`config.mk`:
```
export PLATFORM = sky130hd
export DESIGN_NAME = adaptive_latency_histogram_flat
export DESIGN_NICKNAME = d
export VERILOG_FILES = /design/src/rtl/core/alh_pkg.sv /design/src/rtl/core/alh_if.sv /design/src/rtl/core/alh_div.sv /design/src/rtl/core/alh_hist.sv /design/src/rtl/core/adaptive_latency_histogram.sv /design/src/flat_wrapper.sv
export SDC_FILE = /design/constraint.sdc
export NUM_CORES = 2
export LEC_CHECK = 0
export BUFFER_PORTS_ARGS = -buffer_cell sky130_fd_sc_hd__buf_2
export CORE_MARGIN = 5
export CORE_UTILIZATION = 30
export CTS_BUF_LIST = sky130_fd_sc_hd__clkbuf_4 sky130_fd_sc_hd__clkbuf_8
export DETAILED_ROUTE_END_ITERATION = 8
export GPL_ROUTABILITY_DRIVEN = 0
export PLACE_DENSITY_LB_ADDON = 0.12
export SYNTH_ARGS = -nofsm -noshare
export SYNTH_HDL_FRONTEND = slang
export SYNTH_HIERARCHICAL = 1
export SYNTH_SLANG_ARGS = --single-unit
export TNS_END_PERCENT = 20
```
`constraint.sdc`:
```
create_clock -name clk_i -period 25 [get_ports clk_i]
set_clock_uncertainty 0.1 [all_clocks]
set_input_delay 1.25 -clock clk_i [delete_from_list [all_inputs] [get_ports clk_i]]
set_output_delay 1.25 -clock clk_i [all_outputs]
set_load 0.005 [all_outputs]
```
`src/rtl/core/alh_pkg.sv`:
```
// ----------------------------------------------------------------------------
// alh_pkg
// shared types, codes and defaults for the adaptive latency histogram
// ----------------------------------------------------------------------------
package alh_pkg;

  localparam int BIN_COUNT_DEF = 16;

  typedef enum logic [1:0] {
    OP_START = 2'd0,
    OP_STOP  = 2'd1,
    OP_READ  = 2'd2
  } op_e;

  typedef enum logic [1:0] {
    STAT_OK          = 2'd0,
    STAT_RESTART     = 2'd1,
    STAT_NOT_RUNNING = 2'd2,
    STAT_MISS        = 2'd3
  } status_e;

  typedef enum logic [3:0] {
    S_INIT,
    S_IDLE,
    S_READ,
    S_CHECK,
    S_CLEAR,
    S_WIDTH_GO,
    S_WIDTH_WAIT,
    S_BIN_GO,
    S_BIN_WAIT,
    S_FETCH,
    S_INC,
    S_DONE
  } state_e;

  // divider command and reply
  typedef struct packed {
    logic        start;
    logic [31:0] dividend;
    logic [31:0] divisor;
  } div_req_t;

  typedef struct packed {
    logic        done;
    logic [31:0] quotient;
  } div_rsp_t;

  // one result as held in the output register
  typedef struct packed {
    status_e     status;
    logic [31:0] duration;
    logic [3:0]  bin_hit;
    logic [31:0] bin_count;
    logic [31:0] range_low;
    logic [31:0] range_high;
    logic [31:0] miss_total;
    logic [31:0] reset_total;
    logic [31:0] sample_total;
  } rsp_t;

endpackage

```
`src/rtl/core/alh_if.sv`:
```
// ----------------------------------------------------------------------------
// alh_req_if / alh_rsp_if
// valid/ready channels for timing requests and histogram results
// ----------------------------------------------------------------------------
interface alh_req_if;
  logic        valid;
  logic        ready;
  logic [1:0]  operation;
  logic [63:0] timestamp;
  logic [3:0]  bin_index;

  modport source (output valid, operation, timestamp, bin_index, input ready);
  modport sink   (input valid, operation, timestamp, bin_index, output ready);
endinterface

interface alh_rsp_if;
  logic        valid;
  logic        ready;
  logic [1:0]  status;
  logic [31:0] duration;
  logic [3:0]  bin_hit;
  logic [31:0] bin_count;
  logic [31:0] range_low;
  logic [31:0] range_high;
  logic [31:0] miss_total;
  logic [31:0] reset_total;
  logic [31:0] sample_total;

  modport source (output valid, status, duration, bin_hit, bin_count, range_low,
                  range_high, miss_total, reset_total, sample_total, input ready);
  modport sink   (input valid, status, duration, bin_hit, bin_count, range_low,
                  range_high, miss_total, reset_total, sample_total, output ready);
endinterface

```
`src/rtl/core/alh_div.sv`:
```
// ----------------------------------------------------------------------------
// alh_div
// 32-bit restoring divider, one quotient bit per cycle
// ----------------------------------------------------------------------------
module alh_div (
  input  logic              clk_i,
  input  logic              rst_ni,
  input  alh_pkg::div_req_t req_i,
  output alh_pkg::div_rsp_t rsp_o
);
  import alh_pkg::*;

  logic        busy_q, busy_d;
  logic        done_q, done_d;
  logic [4:0]  cnt_q, cnt_d;
  logic [31:0] quot_q, quot_d;
  logic [31:0] rem_q, rem_d;
  logic [31:0] den_q, den_d;
  logic [32:0] trial;

  always_comb begin
    busy_d = busy_q;
    done_d = 1'b0;
    cnt_d  = cnt_q;
    quot_d = quot_q;
    rem_d  = rem_q;
    den_d  = den_q;
    trial  = {rem_q, quot_q[31]} - {1'b0, den_q};
    if (req_i.start) begin
      busy_d = 1'b1;
      cnt_d  = '0;
      quot_d = req_i.dividend;
      rem_d  = '0;
      den_d  = req_i.divisor;
    end else if (busy_q) begin
      // trial subtract, keep it when it does not go negative
      if (!trial[32]) begin
        rem_d  = trial[31:0];
        quot_d = {quot_q[30:0], 1'b1};
      end else begin
        rem_d  = {rem_q[30:0], quot_q[31]};
        quot_d = {quot_q[30:0], 1'b0};
      end
      cnt_d = cnt_q + 5'd1;
      if (cnt_q == 5'd31) begin
        busy_d = 1'b0;
        done_d = 1'b1;
      end
    end
  end

  always_ff @(posedge clk_i or negedge rst_ni) begin
    if (!rst_ni) begin
      busy_q <= 1'b0;
      done_q <= 1'b0;
      cnt_q  <= '0;
    end else begin
      busy_q <= busy_d;
      done_q <= done_d;
      cnt_q  <= cnt_d;
    end
  end

  always_ff @(posedge clk_i) begin
    quot_q <= quot_d;
    rem_q  <= rem_d;
    den_q  <= den_d;
  end

  assign rsp_o.done     = done_q;
  assign rsp_o.quotient = quot_q;

endmodule

```
`src/rtl/core/alh_hist.sv`:
```
// ----------------------------------------------------------------------------
// alh_hist
// histogram bin store, one write and one registered read per cycle
// ----------------------------------------------------------------------------
module alh_hist #(
  parameter int BinCount = alh_pkg::BIN_COUNT_DEF,
  localparam int AddrW   = $clog2(BinCount)
) (
  input  logic             clk_i,
  input  logic             wr_en_i,
  input  logic [AddrW-1:0] wr_addr_i,
  input  logic [31:0]      wr_data_i,
  input  logic [AddrW-1:0] rd_addr_i,
  output logic [31:0]      rd_data_o
);
  import alh_pkg::*;

  logic [31:0] mem [BinCount];
  logic [31:0] rd_data_q;

  always_ff @(posedge clk_i) begin
    if (wr_en_i) begin
      mem[wr_addr_i] <= wr_data_i;
    end
  end

  always_ff @(posedge clk_i) begin
    rd_data_q <= mem[rd_addr_i];
  end

  assign rd_data_o = rd_data_q;

endmodule

```
`src/rtl/core/adaptive_latency_histogram.sv`:
```
// ----------------------------------------------------------------------------
// adaptive_latency_histogram
// self-ranging latency histogram timed by 64-bit request timestamps
// ----------------------------------------------------------------------------
// sequence: start, failed stop and out-of-range read go straight to the result,
//   a bin read reads the store first; an in-range stop divides for the bin index,
//   then bumps the bin; a widening stop first clears all bins and divides for the width
// throughput: one request at a time; a result waits in its own register, so
//   the next request is taken while it is still pending
// reset: totals, bounds, timer clear; bins swept to zero one at a time, no request taken
// ----------------------------------------------------------------------------
module adaptive_latency_histogram #(
  parameter int BinCount = alh_pkg::BIN_COUNT_DEF
) (
  input  logic clk_i,
  input  logic rst_ni,
  alh_req_if.sink   req_i,
  alh_rsp_if.source rsp_o
);
  import alh_pkg::*;

  localparam int               AddrW     = $clog2(BinCount);
  localparam logic [AddrW-1:0] LastBin   = AddrW'(BinCount - 1);
  localparam logic [8:0]       BinCountW = 9'(BinCount);

  // sequencer and timer state
  state_e      state_q, state_d;
  logic        running_q, running_d;
  logic [63:0] start_q, start_d;
  // range tracking and totals
  logic [31:0] low_q, low_d;
  logic [31:0] high_q, high_d;
  logic [31:0] width_q, width_d;
  logic [31:0] miss_q, miss_d;
  logic [31:0] resets_q, resets_d;
  logic [31:0] samples_q, samples_d;
  logic [AddrW-1:0] clr_ptr_q, clr_ptr_d;
  // per-request working values
  logic [31:0]      dur_q, dur_d;
  logic [AddrW-1:0] bin_q, bin_d;
  status_e          status_q, status_d;
  logic [3:0]       hit_q, hit_d;
  logic [31:0]      count_q, count_d;
  // output register
  logic rsp_valid_q, rsp_valid_d;
  rsp_t out_q, out_d;

  // shared divider and bin store
  div_req_t         div_req;
  div_rsp_t         div_rsp;
  logic             wr_en;
  logic [AddrW-1:0] wr_addr;
  logic [31:0]      wr_data;
  logic [AddrW-1:0] rd_addr;
  logic [31:0]      rd_data;

  // timestamp split and gap classification
  logic [31:0]      sh, sl, th, tl;
  logic             same_word, one_wrap;
  logic [31:0]      offset;
  logic [31:0]      bin_src;
  logic [AddrW-1:0] bin_sat;

  alh_div u_div (
    .clk_i  (clk_i),
    .rst_ni (rst_ni),
    .req_i  (div_req),
    .rsp_o  (div_rsp)
  );

  alh_hist #(
    .BinCount (BinCount)
  ) u_hist (
    .clk_i     (clk_i),
    .wr_en_i   (wr_en),
    .wr_addr_i (wr_addr),
    .wr_data_i (wr_data),
    .rd_addr_i (rd_addr),
    .rd_data_o (rd_data)
  );

  always_comb begin
    sh = start_q[63:32];
    sl = start_q[31:0];
    th = req_i.timestamp[63:32];
    tl = req_i.timestamp[31:0];
    same_word = (sh == th);
    // stop one high word later with a smaller low word: a single wrap
    one_wrap  = (sh == (th - 32'd1)) && (sl > tl);
    offset    = dur_q - low_q;
    // zero width never divides: offset stands in for the quotient
    bin_src   = (width_q == '0) ? offset : div_rsp.quotient;
    // indexes past the end land in the last bin
    bin_sat   = (bin_src >= 32'(BinCount)) ? LastBin : AddrW'(bin_src);
  end

  always_comb begin
    state_d     = state_q;
    running_d   = running_q;
    start_d     = start_q;
    low_d       = low_q;
    high_d      = high_q;
    width_d     = width_q;
    miss_d      = miss_q;
    resets_d    = resets_q;
    samples_d   = samples_q;
    clr_ptr_d   = clr_ptr_q;
    dur_d       = dur_q;
    bin_d       = bin_q;
    status_d    = status_q;
    hit_d       = hit_q;
    count_d     = count_q;
    out_d       = out_q;
    rsp_valid_d = rsp_valid_q && !rsp_o.ready;
    div_req     = '0;
    wr_en       = 1'b0;
    wr_addr     = clr_ptr_q;
    wr_data     = '0;
    rd_addr     = bin_q;
    req_i.ready = 1'b0;

    unique case (state_q)
      // sweep the bin store to zero after reset
      S_INIT: begin
        wr_en = 1'b1;
        if (clr_ptr_q == LastBin) begin
          clr_ptr_d = '0;
          state_d   = S_IDLE;
        end else begin
          clr_ptr_d = clr_ptr_q + 1'b1;
        end
      end

      S_IDLE: begin
        req_i.ready = 1'b1;
        rd_addr     = AddrW'(req_i.bin_index);
        if (req_i.valid) begin
          status_d = STAT_OK;
          dur_d    = '0;
          hit_d    = '0;
          count_d  = '0;
          state_d  = S_DONE;
          unique case (req_i.operation)
            OP_START: begin
              if (running_q) begin
                status_d = STAT_RESTART;
              end else begin
                start_d   = req_i.timestamp;
                running_d = 1'b1;
              end
            end
            OP_STOP: begin
              if (!running_q) begin
                status_d = STAT_NOT_RUNNING;
              end else if (same_word || one_wrap) begin
                running_d = 1'b0;
                dur_d     = tl - sl;
                state_d   = S_CHECK;
              end else begin
                miss_d   = miss_q + 32'd1;
                status_d = STAT_MISS;
              end
            end
            OP_READ: begin
              // bin store read issued this cycle, data next cycle
              if (9'(req_i.bin_index) < BinCountW) begin
                state_d = S_READ;
              end
            end
            default: ;
          endcase
        end
      end

      S_READ: begin
        count_d = rd_data;
        state_d = S_DONE;
      end

      // widen the range when the duration falls outside it
      S_CHECK: begin
        if (low_q == '0 || dur_q < low_q || dur_q > high_q) begin
          if (low_q == '0 || dur_q < low_q) begin
            low_d = dur_q;
          end
          if (high_q == '0 || dur_q > high_q) begin
            high_d = dur_q;
          end
          resets_d  = resets_q + 32'd1;
          clr_ptr_d = '0;
          state_d   = S_CLEAR;
        end else begin
          state_d = S_BIN_GO;
        end
      end

      S_CLEAR: begin
        wr_en = 1'b1;
        if (clr_ptr_q == LastBin) begin
          clr_ptr_d = '0;
          state_d   = S_WIDTH_GO;
        end else begin
          clr_ptr_d = clr_ptr_q + 1'b1;
        end
      end

      // bin width = range / (bins + 1), at least 1
      S_WIDTH_GO: begin
        div_req.start    = 1'b1;
        div_req.dividend = high_q - low_q;
        div_req.divisor  = 32'(BinCount + 1);
        state_d          = S_WIDTH_WAIT;
      end

      S_WIDTH_WAIT: begin
        if (div_rsp.done) begin
          width_d = (div_rsp.quotient == '0) ? 32'd1 : div_rsp.quotient;
          state_d = S_BIN_GO;
        end
      end

      // bin index = (d - low) / width, saturated to the last bin
      S_BIN_GO: begin
        if (width_q == '0) begin
          bin_d   = bin_sat;
          state_d = S_FETCH;
        end else begin
          div_req.start    = 1'b1;
          div_req.dividend = offset;
          div_req.divisor  = width_q;
          state_d          = S_BIN_WAIT;
        end
      end

      S_BIN_WAIT: begin
        if (div_rsp.done) begin
          bin_d   = bin_sat;
          state_d = S_FETCH;
        end
      end

      S_FETCH: begin
        rd_addr = bin_q;
        state_d = S_INC;
      end

      // read-modify-write of the hit bin
      S_INC: begin
        wr_en     = 1'b1;
        wr_addr   = bin_q;
        wr_data   = rd_data + 32'd1;
        samples_d = samples_q + 32'd1;
        hit_d     = 4'(bin_q);
        state_d   = S_DONE;
      end

      // hand the result over once the output register is free
      S_DONE: begin
        if (!rsp_valid_q || rsp_o.ready) begin
          out_d.status       = status_q;
          out_d.duration     = dur_q;
          out_d.bin_hit      = hit_q;
          out_d.bin_count    = count_q;
          out_d.range_low    = low_q;
          out_d.range_high   = high_q;
          out_d.miss_total   = miss_q;
          out_d.reset_total  = resets_q;
          out_d.sample_total = samples_q;
          rsp_valid_d        = 1'b1;
          state_d            = S_IDLE;
        end
      end

      default: state_d = S_IDLE;
    endcase
  end

  always_ff @(posedge clk_i or negedge rst_ni) begin
    if (!rst_ni) begin
      state_q     <= S_INIT;
      running_q   <= 1'b0;
      low_q       <= '0;
      high_q      <= '0;
      width_q     <= '0;
      miss_q      <= '0;
      resets_q    <= '0;
      samples_q   <= '0;
      clr_ptr_q   <= '0;
      rsp_valid_q <= 1'b0;
    end else begin
      state_q     <= state_d;
      running_q   <= running_d;
      low_q       <= low_d;
      high_q      <= high_d;
      width_q     <= width_d;
      miss_q      <= miss_d;
      resets_q    <= resets_d;
      samples_q   <= samples_d;
      clr_ptr_q   <= clr_ptr_d;
      rsp_valid_q <= rsp_valid_d;
    end
  end

  always_ff @(posedge clk_i) begin
    start_q  <= start_d;
    dur_q    <= dur_d;
    bin_q    <= bin_d;
    status_q <= status_d;
    hit_q    <= hit_d;
    count_q  <= count_d;
    out_q    <= out_d;
  end

  assign rsp_o.valid        = rsp_valid_q;
  assign rsp_o.status       = out_q.status;
  assign rsp_o.duration     = out_q.duration;
  assign rsp_o.bin_hit      = out_q.bin_hit;
  assign rsp_o.bin_count    = out_q.bin_count;
  assign rsp_o.range_low    = out_q.range_low;
  assign rsp_o.range_high   = out_q.range_high;
  assign rsp_o.miss_total   = out_q.miss_total;
  assign rsp_o.reset_total  = out_q.reset_total;
  assign rsp_o.sample_total = out_q.sample_total;

endmodule

```
`src/flat_wrapper.sv`:
```
// flat-port wrapper written by rule: the top's interface ports become plain ports
module adaptive_latency_histogram_flat import alh_pkg::*;
#(
  parameter int BinCount = alh_pkg::BIN_COUNT_DEF
)
  (clk_i, rst_ni, req_i_valid, req_i_operation, req_i_timestamp, req_i_bin_index, req_i_ready, rsp_o_valid, rsp_o_status, rsp_o_duration, rsp_o_bin_hit, rsp_o_bin_count, rsp_o_range_low, rsp_o_range_high, rsp_o_miss_total, rsp_o_reset_total, rsp_o_sample_total, rsp_o_ready);
  alh_req_if req_i_i ();
  alh_rsp_if rsp_o_i ();
  input  logic clk_i;
  input  logic rst_ni;
  input wire logic [$bits(req_i_i.valid)-1:0] req_i_valid;
  input wire logic [$bits(req_i_i.operation)-1:0] req_i_operation;
  input wire logic [$bits(req_i_i.timestamp)-1:0] req_i_timestamp;
  input wire logic [$bits(req_i_i.bin_index)-1:0] req_i_bin_index;
  output wire logic [$bits(req_i_i.ready)-1:0] req_i_ready;
  output wire logic [$bits(rsp_o_i.valid)-1:0] rsp_o_valid;
  output wire logic [$bits(rsp_o_i.status)-1:0] rsp_o_status;
  output wire logic [$bits(rsp_o_i.duration)-1:0] rsp_o_duration;
  output wire logic [$bits(rsp_o_i.bin_hit)-1:0] rsp_o_bin_hit;
  output wire logic [$bits(rsp_o_i.bin_count)-1:0] rsp_o_bin_count;
  output wire logic [$bits(rsp_o_i.range_low)-1:0] rsp_o_range_low;
  output wire logic [$bits(rsp_o_i.range_high)-1:0] rsp_o_range_high;
  output wire logic [$bits(rsp_o_i.miss_total)-1:0] rsp_o_miss_total;
  output wire logic [$bits(rsp_o_i.reset_total)-1:0] rsp_o_reset_total;
  output wire logic [$bits(rsp_o_i.sample_total)-1:0] rsp_o_sample_total;
  input wire logic [$bits(rsp_o_i.ready)-1:0] rsp_o_ready;
  assign req_i_i.valid = req_i_valid;
  assign req_i_i.operation = req_i_operation;
  assign req_i_i.timestamp = req_i_timestamp;
  assign req_i_i.bin_index = req_i_bin_index;
  assign req_i_ready = req_i_i.ready;
  assign rsp_o_valid = rsp_o_i.valid;
  assign rsp_o_status = rsp_o_i.status;
  assign rsp_o_duration = rsp_o_i.duration;
  assign rsp_o_bin_hit = rsp_o_i.bin_hit;
  assign rsp_o_bin_count = rsp_o_i.bin_count;
  assign rsp_o_range_low = rsp_o_i.range_low;
  assign rsp_o_range_high = rsp_o_i.range_high;
  assign rsp_o_miss_total = rsp_o_i.miss_total;
  assign rsp_o_reset_total = rsp_o_i.reset_total;
  assign rsp_o_sample_total = rsp_o_i.sample_total;
  assign rsp_o_i.ready = rsp_o_ready;
  adaptive_latency_histogram #(.BinCount(BinCount)) u_core (.clk_i(clk_i), .rst_ni(rst_ni), .req_i(req_i_i), .rsp_o(rsp_o_i));
endmodule
```
==> impl_metrics.tcl <==
set metrics [dict create \
    synth_top_family_by_area "simple AND/OR/NAND/NOR gates" \
    ys_ff_latch 1217 \
    globalRouteTotalUtil_pct 15.85 \
    cts_tree "done" \
    first_global_vias 34240 \
    die_w_um 436.5 \
    synth_area_leaders "edfxtp_1 52%, dfrtp_1 9.6%, mux4_2 5.3%" \
    setup_violations 0 \
    synth_cell_type_count 101 \
    postCtsSetupBuffers 0 \
    fin_setup_tns_ps 0 \
    clkTransAtPathRegs_ps 60 \
    dpl.hpwl_um 103200 \
    end_kind "flop" \
    cp_num_cells 14 \
    synthSimpleGateAreaFrac_pct 9.296 \
    areaGrowthSynthToFinish_pct 16.48 \
    synthAdderAreaFrac_pct 3.976 \
    synthMuxAreaShare_pct 8.743 \
    grt_first_pass_wirelength_um 228600 \
    reg2reg_slack_ps 19280 \
    yosysSeqAreaShare_pct 63.88 \
    layout_setup_ws_ps 19280 \
    cts_buffers 209 \
    p_per_area_nw_per_um2 109.6 \
    drive_above_1_share_pct 23.43 \
    fin_util_pct 35.13 \
    fin_crit_ps 5724 \
    drc 0 \
    synth_edf_count 944 \
    synth_most_common_cell "edfxtp_1" \
    dieHeight_um 436.5 \
    core-area_um2 180900 \
    yosys.area.top_type "edfxtp_1" \
    max_freq_ghz 0.1747 \
    r2r_end "u_core/high_q[25]" \
    pin_count 306 \
    die_area_um2 190500 \
    drtAntennaViolNets 0 \
    critPathLaunch "u_core/low_q[0]" \
    cp_top_family "simple AND/OR/NAND/NOR gates" \
    synth.cell_area_um2 54570 \
    cts_sinks 1217 \
    largest-register "u_core/u_hist/mem" \
    wl_um 154400 \
    cts_max_path_buffers 3 \
    critPathKind "reg -> reg" \
    row_count 156 \
    crit_chain "ha_1, inv_1, fa_1, a211oi_1, nor4_1, nor3_1, o31ai_1, o211ai_1, a21o_1, a21oi_1, o221ai_1, nand3_2, nor2_4, mux2_2" \
    post_drt_via_cell_ratio 4.887 \
    antenna_found_initial 12 \
    worst_pin_slew_ps 1141 \
    power.leakage_uw 0.02450 \
    post-route-period-util_pct 22.89 \
    synthFlopType "edfxtp_1" \
    syn_area_per_cell_um2 14.15 \
    yosysWarnings 6 \
    synthTopCellsByCount "944 x edfxtp_1, 234 x nor2_1, 209 x dfrtp_1" \
    cap_violations 0 \
    drt_iter0_markers 2289 \
    hold_class "in -> async" \
    grt-ovfl-total 0 \
    insertion_delay_ps 960 \
    startpoint_type "flop" \
    hold_viol_final 0 \
    rsz0062_at_grt "false" \
    cp.arrival_ps 6420 \
    grt_max_degree 162 \
    port_buffers 305 \
    synth_fp_nets 4100 \
    slowest_stage "nor2_4" \
    reg_top3 "u_core/u_hist/mem: 512 flops, u_core/start_q: 64 flops" \
    relSlewSlack_pct 23.91 \
    async_reset_ff_share_pct 17.17 \
    vias 33480 \
    root_buffer "clkbuf_8" \
    synth_top_area_share_pct 51.95 \
    crit_required_ps 25700 \
    synth_compound_area_share_pct 7.466 \
    synthXorXnorAreaFrac_pct 4.224 \
    start_util_pct 30.16 \
    outcome "finished clean" \
    reg2reg_depth 14 \
    hold_buffers 0 \
    dr.pass1.iters 5 \
    r2r-start "u_core/low_q[0]" \
    synth_cells 3855 \
    wl_per_cell_um 22.53 \
    cp-endpoint "u_core/high_q[25]" \
    cts_htree_levels 4 \
    cts_resized 0 \
    irDropWorstVdd_uv 71.60 \
    fin_nets 4537 \
    drv_slew 0 \
    largest_reg_flops 512 \
    crit_path_max_fanout 32 \
    slowest_delay_ps 1020 \
    crit_buf_inv 1 \
    pre_cts_slack_ps 19290 \
]
## how the worst min path moves through the flow
stage / startpoint / to / slack (ps) / cells after the start
floorplan: u_core/count_q[0] / u_core/rsp_o.bin_count[0] / 300 / 0
global route: rst_ni / u_core/samples_q[27] / 180 / 1
finish: rst_ni / u_core/samples_q[27] / 210 / 1
global placement: u_core/count_q[18] / u_core/rsp_o.bin_count[18] / 310 / 0
CTS: rst_ni / u_core/samples_q[24] / 130 / 1
detailed placement: u_core/count_q[19] / u_core/rsp_o.bin_count[19] / 310 / 0
## cell usage in the layout (no fill, tap or decap), drive strengths merged, types with 59 or more instances in the layout
cell	synthesis	routed
buf	51	353
mux2	133	133
o21ai	116	116
clkinv	1	65
dfxtp	64	64
nand2	189	189
mux4	128	128
a22oi	66	66
nand3	90	90
edfxtp	944	944
and3	78	78
dfrtp	209	209
nor2	236	236
nand4	59	59
ha	167	167
inv	191	202
nor3	84	84
clkbuf	76	313
nor4	68	68
a21o	70	70
xnor2	141	141
xor2	120	120
a21oi	122	122
## where the power goes
group          switching (uW)  leakage (uW)  internal [uW]
Sequential                276        0.0123           2530
Combinational            1320       0.00978            925
Clock                     859       0.00241           1060
Total                    2450        0.0245           4510
## worst reg2reg max path, stage by stage, from the launching register on
cell and delay [ps]:
dfrtp_1 530, ha_1 230, inv_1 60, fa_1 430
a211oi_1 500, nor4_1 220, nor3_1 270, o31ai_1 210
o211ai_1 260, a21o_1 140, a21oi_1 120, o221ai_1 440
nand3_2 640, nor2_4 1020, mux2_2 430
## stage by stage
| step | cells | area (um2) | hold WS (ps) | power (uW) |
|---|---|---|---|---|
| 6_report | 6852 | 63560 | 212.6 | 6969 |
| 2_1_floorplan | 3855 | 54570 | 300.3 | 4392 |
| 3_3_place_gp | 6451 | 59040 | 305.4 | 5122 |
| 5_1_grt | 6851 | 63560 | 178.9 | 7410 |
| 4_1_cts | 6848 | 63550 | 130.2 | 7081 |
| 3_5_place_dp | 6451 | 59040 | 305.6 | 5117 |
## cell families after synthesis
family / after synthesis
adder cells (fa/ha/maj): 171
AND/OR/NAND/NOR: 990
flip-flops: 1217
multiplexers: 300
buffers and inverters: 319
AO/OA/AOI/OAI: 597
XOR/XNOR: 261
## area by class of cell
| class | instances | area [um2] |
|---|---|---|
| Antenna cell | 4 | 10.01 |
| Clock buffer | 313 | 3807 |
| Timing Repair Buffer | 353 | 1909 |
| Multi-Input combinational cell | 2319 | 18580 |
| Clock inverter | 84 | 701.9 |
| Inverter | 192 | 720.7 |
| Tap cell | 2370 | 2965 |
| Fill cell | 17700 | 117400 |
| Sequential cell | 1217 | 34860 |
## per-layer routing
| metal | share of wire [%] | GRT usage, % | vias to the layer above | wire, um |
|---|---|---|---|---|
| met5 | 0.027 | 0 | - | 41 |
| met4 | 2.3 | 4.496 | 6 | 3564 |
| met3 | 3.8 | 2.617 | 219 | 5856 |
| met2 | 49 | 26.88 | 677 | 76090 |
| met1 | 45 | 20.98 | 16960 | 68850 |
| li1 | - | - | 15620 | - |
(Power assumes the default switching activity.)
